$ cat config.mk
export PLATFORM = sky130hd
export DESIGN_NAME = bump_and_go_avoidance_fsm_flat
export DESIGN_NICKNAME = d
export VERILOG_FILES = /design/src/sv/bag_pkg.sv /design/src/sv/bag_ifs.sv /design/src/sv/bag_window.sv /design/src/sv/bump_and_go_avoidance_fsm.sv /design/src/flat_wrapper.sv
export VERILOG_INCLUDE_DIRS = /design/src /design/src/sv
export SDC_FILE = /design/constraint.sdc
export NUM_CORES = 1
export LEC_CHECK = 0
export ABC_AREA = 1
export BUFFER_PORTS_ARGS = -buffer_cell sky130_fd_sc_hd__buf_2
export CAP_MARGIN = 20
export CORE_MARGIN = 2
export CORE_UTILIZATION = 57
export DETAILED_ROUTE_END_ITERATION = 16
export GPL_ROUTABILITY_DRIVEN = 1
export PLACE_DENSITY = 0.77
export SETUP_SLACK_MARGIN = 0.1
export SLEW_MARGIN = 0
export SYNTH_ARGS = -nofsm -noshare
export SYNTH_HDL_FRONTEND = slang
export SYNTH_SLANG_ARGS = --single-unit
$ cat constraint.sdc
create_clock -name clock -period 5.04 [get_ports clock]
set_clock_uncertainty 0.1 [all_clocks]
set_input_delay 1.008 -clock clock [delete_from_list [all_inputs] [get_ports clock]]
set_output_delay 1.008 -clock clock [all_outputs]
set_load 0.01 [all_outputs]
$ cat src/sv/bump_and_go_avoidance_fsm_assert.svh
// Assertion macros for the bump-and-go avoidance controller.
`ifndef BUMP_AND_GO_AVOIDANCE_FSM_ASSERT_SVH
`define BUMP_AND_GO_AVOIDANCE_FSM_ASSERT_SVH

// Same-cycle implication, checked at every rising clock edge outside reset.
`define BAG_ASSERT_NOW(label, ante, cons) \
   label: assert property (@(posedge clock) disable iff (reset) (ante) |-> (cons)) \
      else $error("bag assertion failed");

// Next-cycle implication, checked at every rising clock edge outside reset.
`define BAG_ASSERT_NEXT(label, ante, cons) \
   label: assert property (@(posedge clock) disable iff (reset) (ante) |=> (cons)) \
      else $error("bag assertion failed");

`endif

$ cat src/sv/bag_pkg.sv
// Package: widths, limits, codes and shared types of the avoidance controller.
`timescale 1ns / 1ps
package bag_pkg;

   localparam int MAX_SAMPLES     = 1024;
   localparam int MAX_HALF_WINDOW = 256;

   localparam int RANGE_W    = 16;
   localparam int SUM_W      = 24;
   localparam int SPEED_W    = 15;
   localparam int VEL_W      = 16;
   localparam int TICK_W     = 16;
   localparam int CENTER_W   = 10;
   localparam int HALF_W     = 9;
   localparam int STATE_W    = 2;
   localparam int CSR_IDX_W  = 3;
   localparam int CSR_DATA_W = 16;

   // Sample counter holds MAX_SAMPLES itself.
   localparam int COUNT_W = $clog2(MAX_SAMPLES + 1);
   localparam int DIST_W  = ((COUNT_W > CENTER_W) ? COUNT_W : CENTER_W) + 2;

   localparam logic [RANGE_W-1:0] NO_RETURN = '1;
   localparam logic [SUM_W-1:0]   SUM_MAX   = '1;

   typedef enum logic {
      OP_SAMPLE = 1'b0,
      OP_TICK   = 1'b1
   } op_type;

   typedef enum logic [STATE_W-1:0] {
      MODE_FWD  = 2'd0,
      MODE_BACK = 2'd1,
      MODE_TURN = 2'd2,
      MODE_STOP = 2'd3
   } mode_type;

   typedef enum logic [1:0] {
      SIDE_NONE  = 2'd0,
      SIDE_LEFT  = 2'd1,
      SIDE_RIGHT = 2'd2
   } side_type;

   typedef enum logic [CSR_IDX_W-1:0] {
      CSR_SPEED_LINEAR  = 3'd0,
      CSR_SPEED_ANGULAR = 3'd1,
      CSR_OBSTACLE_DIST = 3'd2,
      CSR_SCAN_TIMEOUT  = 3'd3,
      CSR_BACKING_TICKS = 3'd4,
      CSR_TURNING_TICKS = 3'd5,
      CSR_CENTER_INDEX  = 3'd6,
      CSR_WINDOW_HALF   = 3'd7
   } csr_index_type;

   typedef struct packed {
      logic [RANGE_W-1:0] range_min;
      logic [SUM_W-1:0]   range_sum;
      logic               no_return;
   } win_stat_type;

endpackage

$ cat src/sv/bag_ifs.sv
// Interfaces: sample/tick request, velocity response and register write channels.
`timescale 1ns / 1ps
interface bag_req_if;
   logic                        valid;
   logic                        ready;
   logic                        op;
   logic [bag_pkg::RANGE_W-1:0] range_mm;
   logic                        last_sample;
   modport source (output valid, output op, output range_mm, output last_sample,
                   input ready);
   modport sink   (input valid, input op, input range_mm, input last_sample,
                   output ready);
endinterface

interface bag_rsp_if;
   logic                               valid;
   logic                               ready;
   logic signed [bag_pkg::VEL_W-1:0]   linear_velocity;
   logic signed [bag_pkg::VEL_W-1:0]   angular_velocity;
   logic        [bag_pkg::STATE_W-1:0] motion_state;
   modport source (output valid, output linear_velocity, output angular_velocity,
                   output motion_state, input ready);
   modport sink   (input valid, input linear_velocity, input angular_velocity,
                   input motion_state, output ready);
endinterface

interface bag_csr_if;
   logic                           valid;
   logic                           ready;
   logic [bag_pkg::CSR_IDX_W-1:0]  index;
   logic [bag_pkg::CSR_DATA_W-1:0] data;
   modport source (output valid, output index, output data, input ready);
   modport sink   (input valid, input index, input data, output ready);
endinterface

$ cat src/sv/bag_window.sv
// Side window accumulator: running minimum, saturating sum and no-return mark.
`timescale 1ns / 1ps
module bag_window (
   input  logic                        clock,
   input  logic                        reset,
   input  logic                        take,
   input  logic                        clear,
   input  logic [bag_pkg::RANGE_W-1:0] range_mm,
   output bag_pkg::win_stat_type       stat_now
);

   bag_pkg::win_stat_type     stat_ff;
   bag_pkg::win_stat_type     stat_in;
   logic [bag_pkg::SUM_W:0]   sum_wide;

   assign sum_wide = {1'b0, stat_ff.range_sum} + (bag_pkg::SUM_W + 1)'(range_mm);

   // Value after this beat's sample, before any scan-end clear.
   always_comb begin
      stat_now = stat_ff;
      if (take) begin
         if (range_mm == bag_pkg::NO_RETURN) begin
            stat_now.no_return = 1'b1;
         end else begin
            if (range_mm < stat_ff.range_min) begin
               stat_now.range_min = range_mm;
            end
            stat_now.range_sum = sum_wide[bag_pkg::SUM_W] ? bag_pkg::SUM_MAX
                                                          : sum_wide[bag_pkg::SUM_W-1:0];
         end
      end
   end

   always_comb begin
      stat_in = stat_now;
      if (clear) begin
         stat_in.range_min = bag_pkg::NO_RETURN;
         stat_in.range_sum = '0;
         stat_in.no_return = 1'b0;
      end
   end

   always_ff @(posedge clock) begin
      if (reset) begin
         stat_ff.range_min <= bag_pkg::NO_RETURN;
         stat_ff.range_sum <= '0;
         stat_ff.no_return <= 1'b0;
      end else begin
         stat_ff <= stat_in;
      end
   end

endmodule

$ cat src/sv/bump_and_go_avoidance_fsm.sv
// Top level: bump-and-go obstacle avoidance controller.
// Pipeline: a beat is registered at the input and processed from there; a tick's
//   velocity beat is loaded into the rsp register when that register is free, and
//   the input register holds the tick while rsp is full and stalled.
// Throughput: one req beat per cycle; only a tick waiting on a full, stalled rsp
//   register holds req back.
// Reset: synchronous, active high; registers return to their defaults, mode forward.
`timescale 1ns / 1ps
module bump_and_go_avoidance_fsm (
   input  logic      clock,
   input  logic      reset,
   bag_req_if.sink   req_if,
   bag_rsp_if.source rsp_if,
   bag_csr_if.sink   csr_if
);

   `include "bump_and_go_avoidance_fsm_assert.svh"

   // ---------------------------------------------------------------------------
   // Configuration registers. The user must write only while the block is idle; the block does not enforce it.
   // ---------------------------------------------------------------------------
   logic [bag_pkg::SPEED_W-1:0]  speed_linear_ff;
   logic [bag_pkg::SPEED_W-1:0]  speed_angular_ff;
   logic [bag_pkg::RANGE_W-1:0]  obstacle_dist_ff;
   logic [bag_pkg::TICK_W-1:0]   scan_timeout_ff;
   logic [bag_pkg::TICK_W-1:0]   backing_ticks_ff;
   logic [bag_pkg::TICK_W-1:0]   turning_ticks_ff;
   logic [bag_pkg::CENTER_W-1:0] center_ff;
   logic [bag_pkg::HALF_W-1:0]   half_ff;
   logic                         csr_write;

   assign csr_if.ready = 1'b1;
   assign csr_write    = csr_if.valid;

   always_ff @(posedge clock) begin
      if (reset) begin
         speed_linear_ff  <= bag_pkg::SPEED_W'(300);
         speed_angular_ff <= bag_pkg::SPEED_W'(300);
         obstacle_dist_ff <= bag_pkg::RANGE_W'(1000);
         scan_timeout_ff  <= bag_pkg::TICK_W'(20);
         backing_ticks_ff <= bag_pkg::TICK_W'(40);
         turning_ticks_ff <= bag_pkg::TICK_W'(40);
         center_ff        <= bag_pkg::CENTER_W'(512);
         half_ff          <= bag_pkg::HALF_W'(64);
      end else if (csr_write) begin
         case (bag_pkg::csr_index_type'(csr_if.index))
            bag_pkg::CSR_SPEED_LINEAR:  speed_linear_ff  <= csr_if.data[bag_pkg::SPEED_W-1:0];
            bag_pkg::CSR_SPEED_ANGULAR: speed_angular_ff <= csr_if.data[bag_pkg::SPEED_W-1:0];
            bag_pkg::CSR_OBSTACLE_DIST: obstacle_dist_ff <= csr_if.data[bag_pkg::RANGE_W-1:0];
            bag_pkg::CSR_SCAN_TIMEOUT:  scan_timeout_ff  <= csr_if.data[bag_pkg::TICK_W-1:0];
            bag_pkg::CSR_BACKING_TICKS: backing_ticks_ff <= csr_if.data[bag_pkg::TICK_W-1:0];
            bag_pkg::CSR_TURNING_TICKS: turning_ticks_ff <= csr_if.data[bag_pkg::TICK_W-1:0];
            bag_pkg::CSR_CENTER_INDEX:  center_ff        <= csr_if.data[bag_pkg::CENTER_W-1:0];
            bag_pkg::CSR_WINDOW_HALF:   half_ff          <= csr_if.data[bag_pkg::HALF_W-1:0];
            default: ;
         endcase
      end
   end

   // ---------------------------------------------------------------------------
   // Input register. A held beat advances when it makes no result, or when the
   // result register is free (empty or being drained this cycle).
   // ---------------------------------------------------------------------------
   logic                        in_valid_ff;
   logic                        in_op_ff;
   logic [bag_pkg::RANGE_W-1:0] in_range_ff;
   logic                        in_last_ff;
   logic                        rsp_valid_ff;
   logic                        scan_seen_ff;
   logic                        out_free;
   logic                        makes_result;
   logic                        advance;
   logic                        req_take;

   assign out_free     = !rsp_valid_ff || rsp_if.ready;
   assign makes_result = (in_op_ff == bag_pkg::OP_TICK) && scan_seen_ff;
   assign advance      = in_valid_ff && (!makes_result || out_free);
   assign req_if.ready = !in_valid_ff || advance;
   assign req_take     = req_if.valid && req_if.ready;

   always_ff @(posedge clock) begin
      if (reset) begin
         in_valid_ff <= 1'b0;
      end else if (req_if.ready) begin
         in_valid_ff <= req_if.valid;
      end
   end

   always_ff @(posedge clock) begin
      if (req_take) begin
         in_op_ff    <= req_if.op;
         in_range_ff <= req_if.range_mm;
         in_last_ff  <= req_if.last_sample;
      end
   end

   // ---------------------------------------------------------------------------
   // Scan path: place the sample in a side window, fold it in, latch at scan end.
   // ---------------------------------------------------------------------------
   logic                         sample_go;
   logic                         scan_end;
   logic [bag_pkg::COUNT_W-1:0]  count_ff;
   logic [bag_pkg::COUNT_W-1:0]  count_in;
   logic                         count_open;
   logic [bag_pkg::DIST_W-1:0]   idx;
   logic [bag_pkg::DIST_W-1:0]   ctr;
   logic [bag_pkg::DIST_W-1:0]   half_eff;
   logic                         hit_left;
   logic                         hit_right;
   bag_pkg::win_stat_type        left_now;
   bag_pkg::win_stat_type        right_now;
   logic                         near_ff;
   logic                         near_in;
   bag_pkg::side_type            side_ff;
   bag_pkg::side_type            side_in;

   assign sample_go  = advance && (in_op_ff == bag_pkg::OP_SAMPLE);
   assign scan_end   = sample_go && in_last_ff;
   assign count_open = count_ff < bag_pkg::COUNT_W'(bag_pkg::MAX_SAMPLES);

   assign idx      = bag_pkg::DIST_W'(count_ff);
   assign ctr      = bag_pkg::DIST_W'(center_ff);
   // Clamp oversized half windows to the supported maximum.
   assign half_eff = (bag_pkg::DIST_W'(half_ff) > bag_pkg::DIST_W'(bag_pkg::MAX_HALF_WINDOW))
                     ? bag_pkg::DIST_W'(bag_pkg::MAX_HALF_WINDOW)
                     : bag_pkg::DIST_W'(half_ff);

   // Left lies above center, right below; the center sample itself is in neither.
   assign hit_left  = sample_go && count_open && (idx > ctr) && ((idx - ctr) <= half_eff);
   assign hit_right = sample_go && count_open && (idx < ctr) && ((ctr - idx) <= half_eff);

   bag_window u_left (
      .clock    (clock),
      .reset    (reset),
      .take     (hit_left),
      .clear    (scan_end),
      .range_mm (in_range_ff),
      .stat_now (left_now)
   );

   bag_window u_right (
      .clock    (clock),
      .reset    (reset),
      .take     (hit_right),
      .clear    (scan_end),
      .range_mm (in_range_ff),
      .stat_now (right_now)
   );

   always_comb begin
      count_in = count_ff;
      if (scan_end) begin
         count_in = '0;
      end else if (sample_go && count_open) begin
         count_in = count_ff + bag_pkg::COUNT_W'(1);
      end
   end

   // Scan-end latch uses window values that already include the closing sample.
   always_comb begin
      near_in = near_ff;
      side_in = side_ff;
      if (scan_end) begin
         near_in = ((left_now.range_min != bag_pkg::NO_RETURN) &&
                    (left_now.range_min <= obstacle_dist_ff)) ||
                   ((right_now.range_min != bag_pkg::NO_RETURN) &&
                    (right_now.range_min <= obstacle_dist_ff));
         side_in = bag_pkg::SIDE_NONE;
         if (!left_now.no_return && !right_now.no_return) begin
            if (left_now.range_sum < right_now.range_sum) begin
               side_in = bag_pkg::SIDE_LEFT;
            end else if (right_now.range_sum < left_now.range_sum) begin
               side_in = bag_pkg::SIDE_RIGHT;
            end
         end
      end
   end

   // ---------------------------------------------------------------------------
   // Tick path: saturating timers and the forward/back/turn/stop machine.
   // ---------------------------------------------------------------------------
   logic                       tick_go;
   logic                       scan_seen_in;
   logic [bag_pkg::TICK_W-1:0] scan_age_ff;
   logic [bag_pkg::TICK_W-1:0] scan_age_in;
   logic [bag_pkg::TICK_W-1:0] age_inc;
   logic [bag_pkg::TICK_W-1:0] mode_ticks_ff;
   logic [bag_pkg::TICK_W-1:0] mode_ticks_in;
   logic [bag_pkg::TICK_W-1:0] ticks_inc;
   bag_pkg::mode_type          mode_ff;
   bag_pkg::mode_type          mode_in;
   logic                       turn_left_ff;
   logic                       turn_left_in;
   logic                       turn_right_ff;
   logic                       turn_right_in;
   logic                       flags_clear;
   logic                       turn_left_eff;
   logic                       turn_right_eff;

   assign tick_go      = advance && makes_result;
   assign scan_seen_in = scan_seen_ff || scan_end;
   assign age_inc      = (scan_age_ff == '1) ? scan_age_ff
                                             : scan_age_ff + bag_pkg::TICK_W'(1);
   assign ticks_inc    = (mode_ticks_ff == '1) ? mode_ticks_ff
                                               : mode_ticks_ff + bag_pkg::TICK_W'(1);

   always_comb begin
      scan_age_in = scan_age_ff;
      if (scan_end) begin
         scan_age_in = '0;
      end else if (tick_go) begin
         scan_age_in = age_inc;
      end
   end

   // Pick a turn side once per turn: the side with the smaller sum is closer,
   // so steer away from it.
   assign flags_clear    = !turn_left_ff && !turn_right_ff;
   assign turn_left_eff  = turn_left_ff || (flags_clear && (side_ff == bag_pkg::SIDE_RIGHT));
   assign turn_right_eff = turn_right_ff || (flags_clear && (side_ff == bag_pkg::SIDE_LEFT));

   // Next state. Timers are bumped first, then tested with strict compares.
   always_comb begin
      mode_in       = mode_ff;
      mode_ticks_in = mode_ticks_ff;
      turn_left_in  = turn_left_ff;
      turn_right_in = turn_right_ff;
      if (tick_go) begin
         mode_ticks_in = ticks_inc;
         case (mode_ff)
            bag_pkg::MODE_FWD: begin
               if (near_ff) begin
                  mode_in       = bag_pkg::MODE_BACK;
                  mode_ticks_in = '0;
               end else if (age_inc > scan_timeout_ff) begin
                  mode_in       = bag_pkg::MODE_STOP;
                  mode_ticks_in = '0;
               end
            end
            bag_pkg::MODE_BACK: begin
               if (ticks_inc > backing_ticks_ff) begin
                  mode_in       = bag_pkg::MODE_TURN;
                  mode_ticks_in = '0;
               end
            end
            bag_pkg::MODE_TURN: begin
               turn_left_in  = turn_left_eff;
               turn_right_in = turn_right_eff;
               if (ticks_inc > turning_ticks_ff) begin
                  turn_left_in  = 1'b0;
                  turn_right_in = 1'b0;
                  mode_in       = bag_pkg::MODE_FWD;
                  mode_ticks_in = '0;
               end
            end
            bag_pkg::MODE_STOP: begin
               if (age_inc < scan_timeout_ff) begin
                  mode_in       = bag_pkg::MODE_FWD;
                  mode_ticks_in = '0;
               end
            end
            default: begin
               mode_in       = bag_pkg::MODE_STOP;
               mode_ticks_in = '0;
            end
         endcase
      end
   end

   // Outputs of the machine: command for the mode held at this tick.
   logic [bag_pkg::VEL_W-1:0] lin_cmd;
   logic [bag_pkg::VEL_W-1:0] ang_cmd;

   always_comb begin
      lin_cmd = '0;
      ang_cmd = '0;
      case (mode_ff)
         bag_pkg::MODE_FWD:  lin_cmd = bag_pkg::VEL_W'(speed_linear_ff);
         bag_pkg::MODE_BACK: lin_cmd = bag_pkg::VEL_W'(0) - bag_pkg::VEL_W'(speed_linear_ff);
         bag_pkg::MODE_TURN: begin
            if (turn_left_eff) begin
               ang_cmd = bag_pkg::VEL_W'(speed_angular_ff);
            end else if (turn_right_eff) begin
               ang_cmd = bag_pkg::VEL_W'(0) - bag_pkg::VEL_W'(speed_angular_ff);
            end
         end
         bag_pkg::MODE_STOP: ;
         default: ;
      endcase
   end

   always_ff @(posedge clock) begin
      if (reset) begin
         count_ff      <= '0;
         near_ff       <= 1'b0;
         side_ff       <= bag_pkg::SIDE_NONE;
         scan_seen_ff  <= 1'b0;
         scan_age_ff   <= '0;
         mode_ff       <= bag_pkg::MODE_FWD;
         mode_ticks_ff <= '0;
         turn_left_ff  <= 1'b0;
         turn_right_ff <= 1'b0;
      end else begin
         count_ff      <= count_in;
         near_ff       <= near_in;
         side_ff       <= side_in;
         scan_seen_ff  <= scan_seen_in;
         scan_age_ff   <= scan_age_in;
         mode_ff       <= mode_in;
         mode_ticks_ff <= mode_ticks_in;
         turn_left_ff  <= turn_left_in;
         turn_right_ff <= turn_right_in;
      end
   end

   // ---------------------------------------------------------------------------
   // Result register: load on a processed tick, drop when the beat is taken.
   // ---------------------------------------------------------------------------
   logic                        rsp_load;
   logic [bag_pkg::VEL_W-1:0]   rsp_lin_ff;
   logic [bag_pkg::VEL_W-1:0]   rsp_ang_ff;
   logic [bag_pkg::STATE_W-1:0] rsp_state_ff;

   assign rsp_load = tick_go;

   always_ff @(posedge clock) begin
      if (reset) begin
         rsp_valid_ff <= 1'b0;
      end else if (rsp_load) begin
         rsp_valid_ff <= 1'b1;
      end else if (rsp_if.ready) begin
         rsp_valid_ff <= 1'b0;
      end
   end

   always_ff @(posedge clock) begin
      if (rsp_load) begin
         rsp_lin_ff   <= lin_cmd;
         rsp_ang_ff   <= ang_cmd;
         rsp_state_ff <= mode_ff;
      end
   end

   assign rsp_if.valid            = rsp_valid_ff;
   assign rsp_if.linear_velocity  = rsp_lin_ff;
   assign rsp_if.angular_velocity = rsp_ang_ff;
   assign rsp_if.motion_state     = rsp_state_ff;

   // ---------------------------------------------------------------------------
   // Assertions
   // ---------------------------------------------------------------------------
   `BAG_ASSERT_NOW(a_no_overwrite, rsp_valid_ff && !rsp_if.ready, !rsp_load)
   `BAG_ASSERT_NOW(a_result_after_scan, rsp_load, scan_seen_ff)
   `BAG_ASSERT_NOW(a_flags_only_turning, turn_left_ff || turn_right_ff, (mode_ff == bag_pkg::MODE_TURN) && !(turn_left_ff && turn_right_ff))
   `BAG_ASSERT_NEXT(a_scan_end_resets_age, scan_end, (scan_age_ff == '0) && (count_ff == '0))

endmodule

$ cat src/flat_wrapper.sv
// flat-port wrapper written by rule: the top's interface ports become plain ports
module bump_and_go_avoidance_fsm_flat 
  (clock, reset, req_if_valid, req_if_op, req_if_range_mm, req_if_last_sample, req_if_ready, rsp_if_valid, rsp_if_linear_velocity, rsp_if_angular_velocity, rsp_if_motion_state, rsp_if_ready, csr_if_valid, csr_if_index, csr_if_data, csr_if_ready);
  bag_req_if req_if_i ();
  bag_rsp_if rsp_if_i ();
  bag_csr_if csr_if_i ();
  input  logic clock;
  input  logic reset;
  input wire logic [$bits(req_if_i.valid)-1:0] req_if_valid;
  input wire logic [$bits(req_if_i.op)-1:0] req_if_op;
  input wire logic [$bits(req_if_i.range_mm)-1:0] req_if_range_mm;
  input wire logic [$bits(req_if_i.last_sample)-1:0] req_if_last_sample;
  output wire logic [$bits(req_if_i.ready)-1:0] req_if_ready;
  output wire logic [$bits(rsp_if_i.valid)-1:0] rsp_if_valid;
  output wire logic [$bits(rsp_if_i.linear_velocity)-1:0] rsp_if_linear_velocity;
  output wire logic [$bits(rsp_if_i.angular_velocity)-1:0] rsp_if_angular_velocity;
  output wire logic [$bits(rsp_if_i.motion_state)-1:0] rsp_if_motion_state;
  input wire logic [$bits(rsp_if_i.ready)-1:0] rsp_if_ready;
  input wire logic [$bits(csr_if_i.valid)-1:0] csr_if_valid;
  input wire logic [$bits(csr_if_i.index)-1:0] csr_if_index;
  input wire logic [$bits(csr_if_i.data)-1:0] csr_if_data;
  output wire logic [$bits(csr_if_i.ready)-1:0] csr_if_ready;
  assign req_if_i.valid = req_if_valid;
  assign req_if_i.op = req_if_op;
  assign req_if_i.range_mm = req_if_range_mm;
  assign req_if_i.last_sample = req_if_last_sample;
  assign req_if_ready = req_if_i.ready;
  assign rsp_if_valid = rsp_if_i.valid;
  assign rsp_if_linear_velocity = rsp_if_i.linear_velocity;
  assign rsp_if_angular_velocity = rsp_if_i.angular_velocity;
  assign rsp_if_motion_state = rsp_if_i.motion_state;
  assign rsp_if_i.ready = rsp_if_ready;
  assign csr_if_i.valid = csr_if_valid;
  assign csr_if_i.index = csr_if_index;
  assign csr_if_i.data = csr_if_data;
  assign csr_if_ready = csr_if_i.ready;
  bump_and_go_avoidance_fsm u_core (.clock(clock), .reset(reset), .req_if(req_if_i), .rsp_if(rsp_if_i), .csr_if(csr_if_i));
endmodule
* After elaboration in Yosys (flattened, before gate mapping)
Cells that the tools add are included.
** Operators by class
- Add/subtract/negate cells :: 9
- Magnitude comparators :: 16
- Equal/unequal tests :: 21
- Multiplexer cells :: 35
- Bitwise logic cells :: 3
- Reduce and logical (&&, ||, !) cells :: 46
** Operator list (number)
- 16-bit two-way mux :: 9
- 41-bit two-way mux :: 2
- 40-bit two-way mux :: 2
- 16-bit case mux with 4 select lines :: 1
- 24-bit by 16-bit adder with 25-bit output :: 2
- 16-bit equality test, second input constant :: 3
- 16-bit greater-than comparator :: 3
- 16-bit less-than comparator :: 3
- 24-bit less-than comparator :: 2
- 24-bit two-way mux :: 2
- 16-bit by 1-bit adder with 16-bit output, second input constant :: 2
- 16-bit less-or-equal comparator :: 2
- 16-bit inequality test, second input constant :: 2
- 16-bit case mux with 2 select lines :: 1
- 1-bit by 15-bit subtractor with 16-bit output, first input constant :: 2
- 15-bit two-way mux :: 2
- 13-bit less-or-equal comparator :: 2
- 2-bit AND reduction :: 9
- 1-bit logical AND :: 17
- 2-bit two-way mux :: 8
- 3-bit equality test, second input constant :: 4
- 10-bit by 11-bit subtractor with 12-bit output :: 1
- 11-bit by 10-bit subtractor with 12-bit output :: 1
- 11-bit by 1-bit adder with 11-bit output, second input constant :: 1
- 22 further kinds :: 47
** Storage, ports and cells
- Register bits after elaboration :: 300
- Input port bits :: 42
- Logic and storage cells :: 162

* Logic depth before layout (Yosys ltp)
Gate-level depths: netlist of run 1.
- Depth in word-level cells :: 13
- Depth in mapped cells :: 36
- Depth with buffers taken out :: 34

* By module
Synthesis of run 1 repeated with hierarchy kept, for this count alone.
** Second synthesis, totals
- Cells, all modules :: 2798
- Area total of the unflattened synthesis :: 19910.3 µm²
** By module, submodules not included
- bump_and_go_avoidance_fsm :: times used 1, cells each 1682, area each 13027.5 µm², seq. area each 4884.7 µm²
- bag_window (u_core.u_right) :: times used 1, cells each 566, area each 3483.3 µm², seq. area each 820.8 µm²
- bag_window (u_core.u_left) :: times used 1, cells each 550, area each 3399.5 µm², seq. area each 820.8 µm²

* Worst setup path after synthesis of run 1
OpenSTA, ideal clock, no wires.
- Path kind :: reg-to-reg
- Start :: register u_core.count_ff[0] in the netlist's numbering
- End :: register u_core.side_ff[1]
- Library setup time :: 70 ps
- Arrival time :: 4682 ps
- Slack :: 188 ps
- Stages on the path, launching flop included :: 29
- Buffers on the path :: 0
- Period minus slack after synthesis :: 4852 ps
- Cell sequence :: dfxtp_1 ha_1 inv_1 fa_1 a21boi_0 o21ai_0 nand2_1 nand2_1 xor2_1 ha_1 a21oi_1 o21a_1 nand2_1 nand2_1 nand3_2 nor2_8 inv_2 nor2_4 nand2_2 nor2_1 a21oi_1 o21a_1 ha_1 nand4_1 nor4_1 inv_1 o311ai_0 o311ai_0 a21oi_1
** On the way
- Word-level cells in the longest chain between the ends :: 9
- Elaborated cells on any way between the ends :: 22
** Ends and longest elaborated chain
- start, declared :: line bump_and_go_avoidance_fsm.sv:102 : logic [bag_pkg::COUNT_W-1:0] count_ff;
- start signal, assigned :: line bump_and_go_avoidance_fsm.sv:304 : count_ff <= count_in;
- parallel branches: the longest is 8 deep, another holds 24-bit less-than comparator
- 2-bit two-way mux * :: line bump_and_go_avoidance_fsm.sv:169 : if (!left_now.no_return && !right_now.no_return) begin
- end signal, assigned :: line bump_and_go_avoidance_fsm.sv:296 : side_ff <= bag_pkg::SIDE_NONE;
- end signal, assigned :: line bump_and_go_avoidance_fsm.sv:306 : side_ff <= side_in;
- end, declared :: line bump_and_go_avoidance_fsm.sv:114 : bag_pkg::side_type side_ff;
Every way passes the cells marked *.
A chain may end at the register's enable or synchronous reset.

* Worst setup path after layout of run 1
- Start :: register u_core.count_ff[3] in the netlist's numbering
- End :: register u_core.side_ff[0]
** On the way
- Word-level cells in the longest chain between the ends :: 8
- Elaborated cells on any way between the ends :: 20
** Ends and longest elaborated chain (line)
- parallel branches: the longest is 7 deep, another holds 24-bit less-than comparator
- 2-bit two-way mux * :: bump_and_go_avoidance_fsm.sv:169
Marks and branches as above.

==> flow_summary.ini, run 1 <==
[cells_and_area]
final_core_util = 0.662
num-nets-final = 2903
post-route-cell-area_um2 = 21400
area_delta_synth_final_pct = 14.8
n_fill_cell = 2753
antenna_cells = 0
drive_above_1_share = 0.119

[sta]
setup_viol = 0
fin_crit_sh = 0.982
rsz0062_at_grt = yes
finalHoldViolations = 0
fin_crit_ps = 4950
fmax_mhz = 202
tightest_slew_ps = 1110
max_slew_margin = 0.258
finalMaxSlewViolations = 0

[clock_tree]
path_clk_slew_ps = 60
clk_latency_ps = 540
clockRootBuffer = clkbuf_16
cts_sinks = 300
numCtsBuffers = 34
clockBufferDepth = 3
cts_max_level = 2
cts_tree = done
hold_buffers = 0

[power]
comb_power_share = 0.139
fin_total_pwr_mw = 5.87
p_leak_nw = 9.92
clkPwrFrac = 0.427
switchingPower_mw = 1.58
power_frac_seq = 0.433
powerDensity_nw_per_um2 = 274
intPower_mw = 4.30
peakVddDrop_mv = 0.265
switching_share = 0.269

[placement]
placed_area_um2 = 19900
portBuffers = 77
gp_congestion = 0.915
dp_hpwl_um = 36900

[yosys]
synthArstFlopShare = 0
synth-edff-count = 52
yosys.cell_types.count = 59
syn_nets = 2770
synth_seq_cells = 300
synth_top_flop_cell = dfxtp_1
synth_cells = 2516
synth_area_um2 = 18700
ys_seq_area_frac = 0.350
ys_warn_count = 0
avgSynthCellArea_um2 = 7.42

[routing]
drc = 0
drt-total-wl_um = 50600
firstDrtPassIters = 6
drt_iter0_drc = 1403
vias = 17462
ant_nets = 0
avgRoutedWirePerCell_um = 16.2
via_per_inst = 5.60

[hold_path]
hp-class = reg -> reg

[die]
coreArea_um2 = 32400
die_h_um = 185
die_w_um = 185
rows = 66
start_util = 0.577
ios = 79
design.die.area_um2 = 34200

[worst_setup_path]
slowest_stage = ha_1
crit_required_ps = 5320
r2r_setup_slack_ps = 90
start_kind = register
crit_fanout = 4
worstPathArrival_ps = 5230
cpPeakStageDelay_ps = 340
critPathKind = reg -> reg
end_kind = register

[grt]
grt_util_all_layers = 0.292
grt_pass1_vias = 16349
grt_antenna_before_repair = 0
grt_pass1_wl_um = 80200
grt_max_degree = 120
grt-ovfl-total = 0

[job]
drv_cap = 0

[run_status]
outcome = finished, final reports clean
[cells by family (layout without fill, tap and decap cells)]
group,Yosys count,in the layout,share of synthesized area
AND/OR/NAND/NOR,925,925,0.217
AO/OA/AOI/OAI,568,568,0.168
buffers and inverters,447,606,0.0921
flip-flops,300,300,0.350
adder cells (fa/ha/maj),212,212,0.144
XOR/XNOR,63,63,0.0296
other,1,1,0.000201
[cells in the final DEF (no fill, tap or decap), drive strengths merged, types with 52 or more instances in the layout]
master / n
nand2: 472
inv: 380
a21oi: 265
dfxtp: 248
nor2: 232
ha: 208
o21ai: 183
buf: 164
nor3: 71
nand3: 65
edfxtp: 52
[area by class of cell]
cell class                 instances  area [um2]  area share
multi-input combinational       1769       10700       0.499
clock inverter                    18         184     0.00858
timing repair buffer             165        1100      0.0513
sequential                       300        6530       0.305
tap                              442         553      0.0258
inverter                         379        1430      0.0665
clock buffer                      44         948      0.0443
[path summary, 6_finish.rpt]
check | endpoint | start | cells past startpoint
max | u_core.side_ff[0]$_SDFFE_PP0P_ | u_core.count_ff[3]$_SDFFE_PP0P_ | 31
min | u_core.turning_ticks_ff[14]$_SDFFE_PP0P_ | u_core.turning_ticks_ff[14]$_SDFFE_PP0P_ | 2
max reg2reg | u_core.side_ff[0]$_SDFFE_PP0P_ | u_core.count_ff[3]$_SDFFE_PP0P_ | 31
min reg2reg | u_core.turning_ticks_ff[14]$_SDFFE_PP0P_ | u_core.turning_ticks_ff[14]$_SDFFE_PP0P_ | 2
[metal layers]
layer | track usage | share of wire
met1 | 0.387 | 0.44
met2 | 0.490 | 0.46
met3 | 0.0368 | 0.066
met4 | 0.103 | 0.032
met5 | 0 | 0
[critical path: cells and delay by family (launching register included)]
kind | cells | cell delay, ps
buffers and inverters | 5 | 480
DFF | 1 | 330
AOI/OAI and AO/OA | 9 | 1310
and+or+nand+nor | 13 | 1470
adders and majority gates | 3 | 960
xor gates and xnor gates | 1 | 160
[repair_timing]
item / in CTS / in global routing
setup endpoints to repair: 3 / 4
gates resized for setup: 7 / 70
pin swaps: 1 / 18
setup buffers: 4 / 6
gates cloned: 0 / 1
[power groups by stage]
stage	logic, mW	registers (mW)	clock network (mW)
after global routing	0.910	2.55	2.65
final	0.819	2.54	2.51
after detailed placement	0.732	2.59	0
after CTS	0.747	2.54	2.55
after global placement	0.712	2.59	0
after floorplan	0.502	2.57	0
[Yosys cell counts, drive strengths merged, types with 13 or more instances]
cell	number	share of area
o21ai	183	0.049
buf	15	0.0052
clkbuf	53	0.011
xnor2	19	0.0089
a21oi	265	0.071
inv	377	0.076
ha	208	0.14
nand3	65	0.019
xor2	44	0.021
nor2	232	0.050
nand4	50	0.018
nor3	71	0.019
o21a	14	0.0056
dfxtp	248	0.27
nand2	472	0.097
a211oi	13	0.0052
o22ai	21	0.0070
o211ai	23	0.0093
edfxtp	52	0.084
[through the flow]
step / hold WS, ps / worst slack [ps] / setup TNS [ps] / cells
final: 362 / 88.3 / 0 / 3117
after global routing: 374 / -212 / -368 / 3117
after CTS: 362 / 10.8 / 0 / 3110
after detailed placement: 354 / -154 / -280 / 3044
after global placement: 349 / -84.9 / -90.3 / 3044
after floorplan: 306 / 188 / 0 / 2516
[sequential cells by signal, indices dropped and copies added (netlist names), 2 cells and up]
register and flops:
u_core.backing_ticks_ff 16, u_core.center_ff 10, u_core.count_ff 11, u_core.half_ff 9, u_core.in_range_ff 16, u_core.mode_ff 2, u_core.mode_ticks_ff 16, u_core.obstacle_dist_ff 16
u_core.rsp_if.angular_velocity 16, u_core.rsp_if.linear_velocity 16, u_core.rsp_if.motion_state 2, u_core.scan_age_ff 16, u_core.scan_timeout_ff 16, u_core.side_ff 2, u_core.speed_angular_ff 15, u_core.speed_linear_ff 15
u_core.turning_ticks_ff 16, u_core.u_left.stat_ff 41, u_core.u_right.stat_ff 41
Note: power is estimated with default switching activity, not from simulation.
==> inputs of run 2 (changes only) <==
--- a/config.mk
+++ b/config.mk
@@ -10,10 +10,11 @@
 export BUFFER_PORTS_ARGS = -buffer_cell sky130_fd_sc_hd__buf_2
 export CAP_MARGIN = 20
 export CORE_MARGIN = 2
-export CORE_UTILIZATION = 57
+export CORE_UTILIZATION = 58
+export CTS_BUF_LIST = sky130_fd_sc_hd__clkbuf_8
 export DETAILED_ROUTE_END_ITERATION = 16
 export GPL_ROUTABILITY_DRIVEN = 1
-export PLACE_DENSITY = 0.77
+export PLACE_DENSITY = 0.79
 export SETUP_SLACK_MARGIN = 0.1
 export SLEW_MARGIN = 0
 export SYNTH_ARGS = -nofsm -noshare
==> run 2 against run 1 <==
  * Register-to-register slack improved by 110 ps
  * Non-clock buffer count decreased by 9
  * Critical endpoint unchanged
  * Worst hold slack improved by 1.7 ps
  * Combinational power decreased by 1%
  * Largest cell class unchanged
  * Critical path type unchanged
  * Sequential cell count unchanged
==> flow_summary.ini, run 2 (synthesis gave the netlist of run 1 again) <==
[worst_setup_path]
crit_fanout = 9
critical-path-top-cell-by-count = nand2_1
end_kind = register
crit_buf_inv = 6
crit_required_ps = 5480
cp_top_family = compound AO/OA/AOI/OAI gates
start_kind = register
worstPathArrival_ps = 5280
critPathKind = reg -> reg
r2r_setup_slack_ps = 200
cpPeakStageDelay_ps = 350
slowest_stage = ha_1

[cells_and_area]
n_fill_cell = 2661
num-nets-final = 2911
final_cell_mix = nand2_1 (447), inv_1 (375), a21oi_1 (257), dfxtp_1 (246), nor2_1 (218)
largestRegisters = u_core.u_left.stat_ff: 41 flops, u_core.u_right.stat_ff: 41 flops
drive_above_1_share = 0.130
area_delta_synth_final_pct = 14.7
final_common_cell = nand2_1
antenna_cells = 0

[sta]
finalMaxSlewViolations = 0
fin_crit_sh = 0.960
finalHoldViolations = 0
fin_crit_ps = 4840
max_slew_margin = 0.298
layout_setup_ws_ps = 201
tightest_slew_ps = 1050
rsz0062_at_grt = yes
fmax_mhz = 207
whs_ps = 364
setup_viol = 0

[clock_tree]
clk_latency_ps = 650
path_clk_slew_ps = 70
cts_max_level = 2
numCtsBuffers = 51
cts_sinks = 300
clockRootBuffer = clkbuf_8
cts_tree = done
clockBufferDepth = 3

[grt]
grt_pass1_wl_um = 81600
grt_pass1_vias = 16745
grt_antenna_before_repair = 0
grt-ovfl-total = 0
grt_max_degree = 120
grt_util_all_layers = 0.301

[die]
start_util = 0.590
die_h_um = 183
coreArea_um2 = 31600
die_w_um = 183
ios = 79
rows = 65
design.die.area_um2 = 33600

[power]
peakVddDrop_mv = 0.288
powerDensity_nw_per_um2 = 271
p_leak_nw = 9.99

[placement]
gp_congestion = 0.944
post-place-ws_ps = -235
portBuffers = 77
dp_hpwl_um = 37700

[routing]
via_per_inst = 5.67
avgRoutedWirePerCell_um = 16.6
ant_nets = 0
vias = 17596
drt-total-wl_um = 51500
drc = 0
firstDrtPassIters = 6
drt_iter0_drc = 1399

[run_status]
outcome = finished, final reports clean

[job]
drv_cap = 0

[hold_path]
hp-class = reg -> reg
[run 2: cell types whose count changed in the layout (fill, tap and decap cells not counted), sizes merged]
cell,previous run,this run
clkinvlp,4,1
buf,164,155
clkbuf,45,61
inv,380,390
clkinv,10,18
bufinv,3,5
[run 2: routing by layer]
layer,global-route usage,routed length [um]
met1,0.384,22100
met2,0.505,23800
met3,0.0500,3810
met4,0.122,1850
met5,0,0
[run 2: worst paths after layout]
kind	from	endpoint	depth (start not counted)
worst max-delay path	u_core.count_ff[3]$_SDFFE_PP0P_	u_core.side_ff[0]$_SDFFE_PP0P_	32
worst min-delay path	u_core.scan_timeout_ff[8]$_SDFFE_PP0P_	u_core.scan_timeout_ff[8]$_SDFFE_PP0P_	2
worst max register to register	u_core.count_ff[3]$_SDFFE_PP0P_	u_core.side_ff[0]$_SDFFE_PP0P_	32
worst min register to register	u_core.scan_timeout_ff[8]$_SDFFE_PP0P_	u_core.scan_timeout_ff[8]$_SDFFE_PP0P_	2
[run 2: repair_timing]
| action | CTS | global route |
|---|---|---|
| cloned | 0 | 1 |
| pin swaps | 19 | 20 |
| resized for setup | 38 | 62 |
| setup buffers | 3 | 5 |
| hold buffers | 0 | 0 |
| setup endpoints to repair | 3 | 18 |
[run 2: final cells by class]
type	instances	area (um2)	share of cell area
clock buffer	60	826	0.0386
clock inverter	35	312	0.0145
inverter	379	1430	0.0667
multi-input combinational	1769	10800	0.502
sequential	300	6530	0.305
tap	402	503	0.0235
timing repair buffer	156	1060	0.0494
[run 2: power by group]
part | internal (mW) | switching, mW | total [mW] | leakage [nW]
Clock | 1.36 | 1.08 | 2.44 | 0.633
Sequential | 2.49 | 0.0552 | 2.55 | 2.54
Combinational | 0.313 | 0.496 | 0.809 | 6.82
Total | 4.16 | 1.63 | 5.79 | 9.99
[run 2: stage by stage]
step	instance area, um2	power [mW]	utilization	TNS, ps	std cells
2_1_floorplan	18700	3.08	-	0	2516
3_3_place_gp	19800	3.30	0.626	-74.1	2998
3_5_place_dp	19800	3.32	0.626	-396	2998
4_1_cts	21100	5.77	0.666	0	3095
5_1_grt	21400	6.03	0.677	-59.7	3101
6_report	21400	5.79	0.677	0	3101
[run 2: worst min-delay path, stage by stage, from the launching register on]
cell and delay [ps]:
dfxtp_1 300, inv_1 60, a21oi_1 60
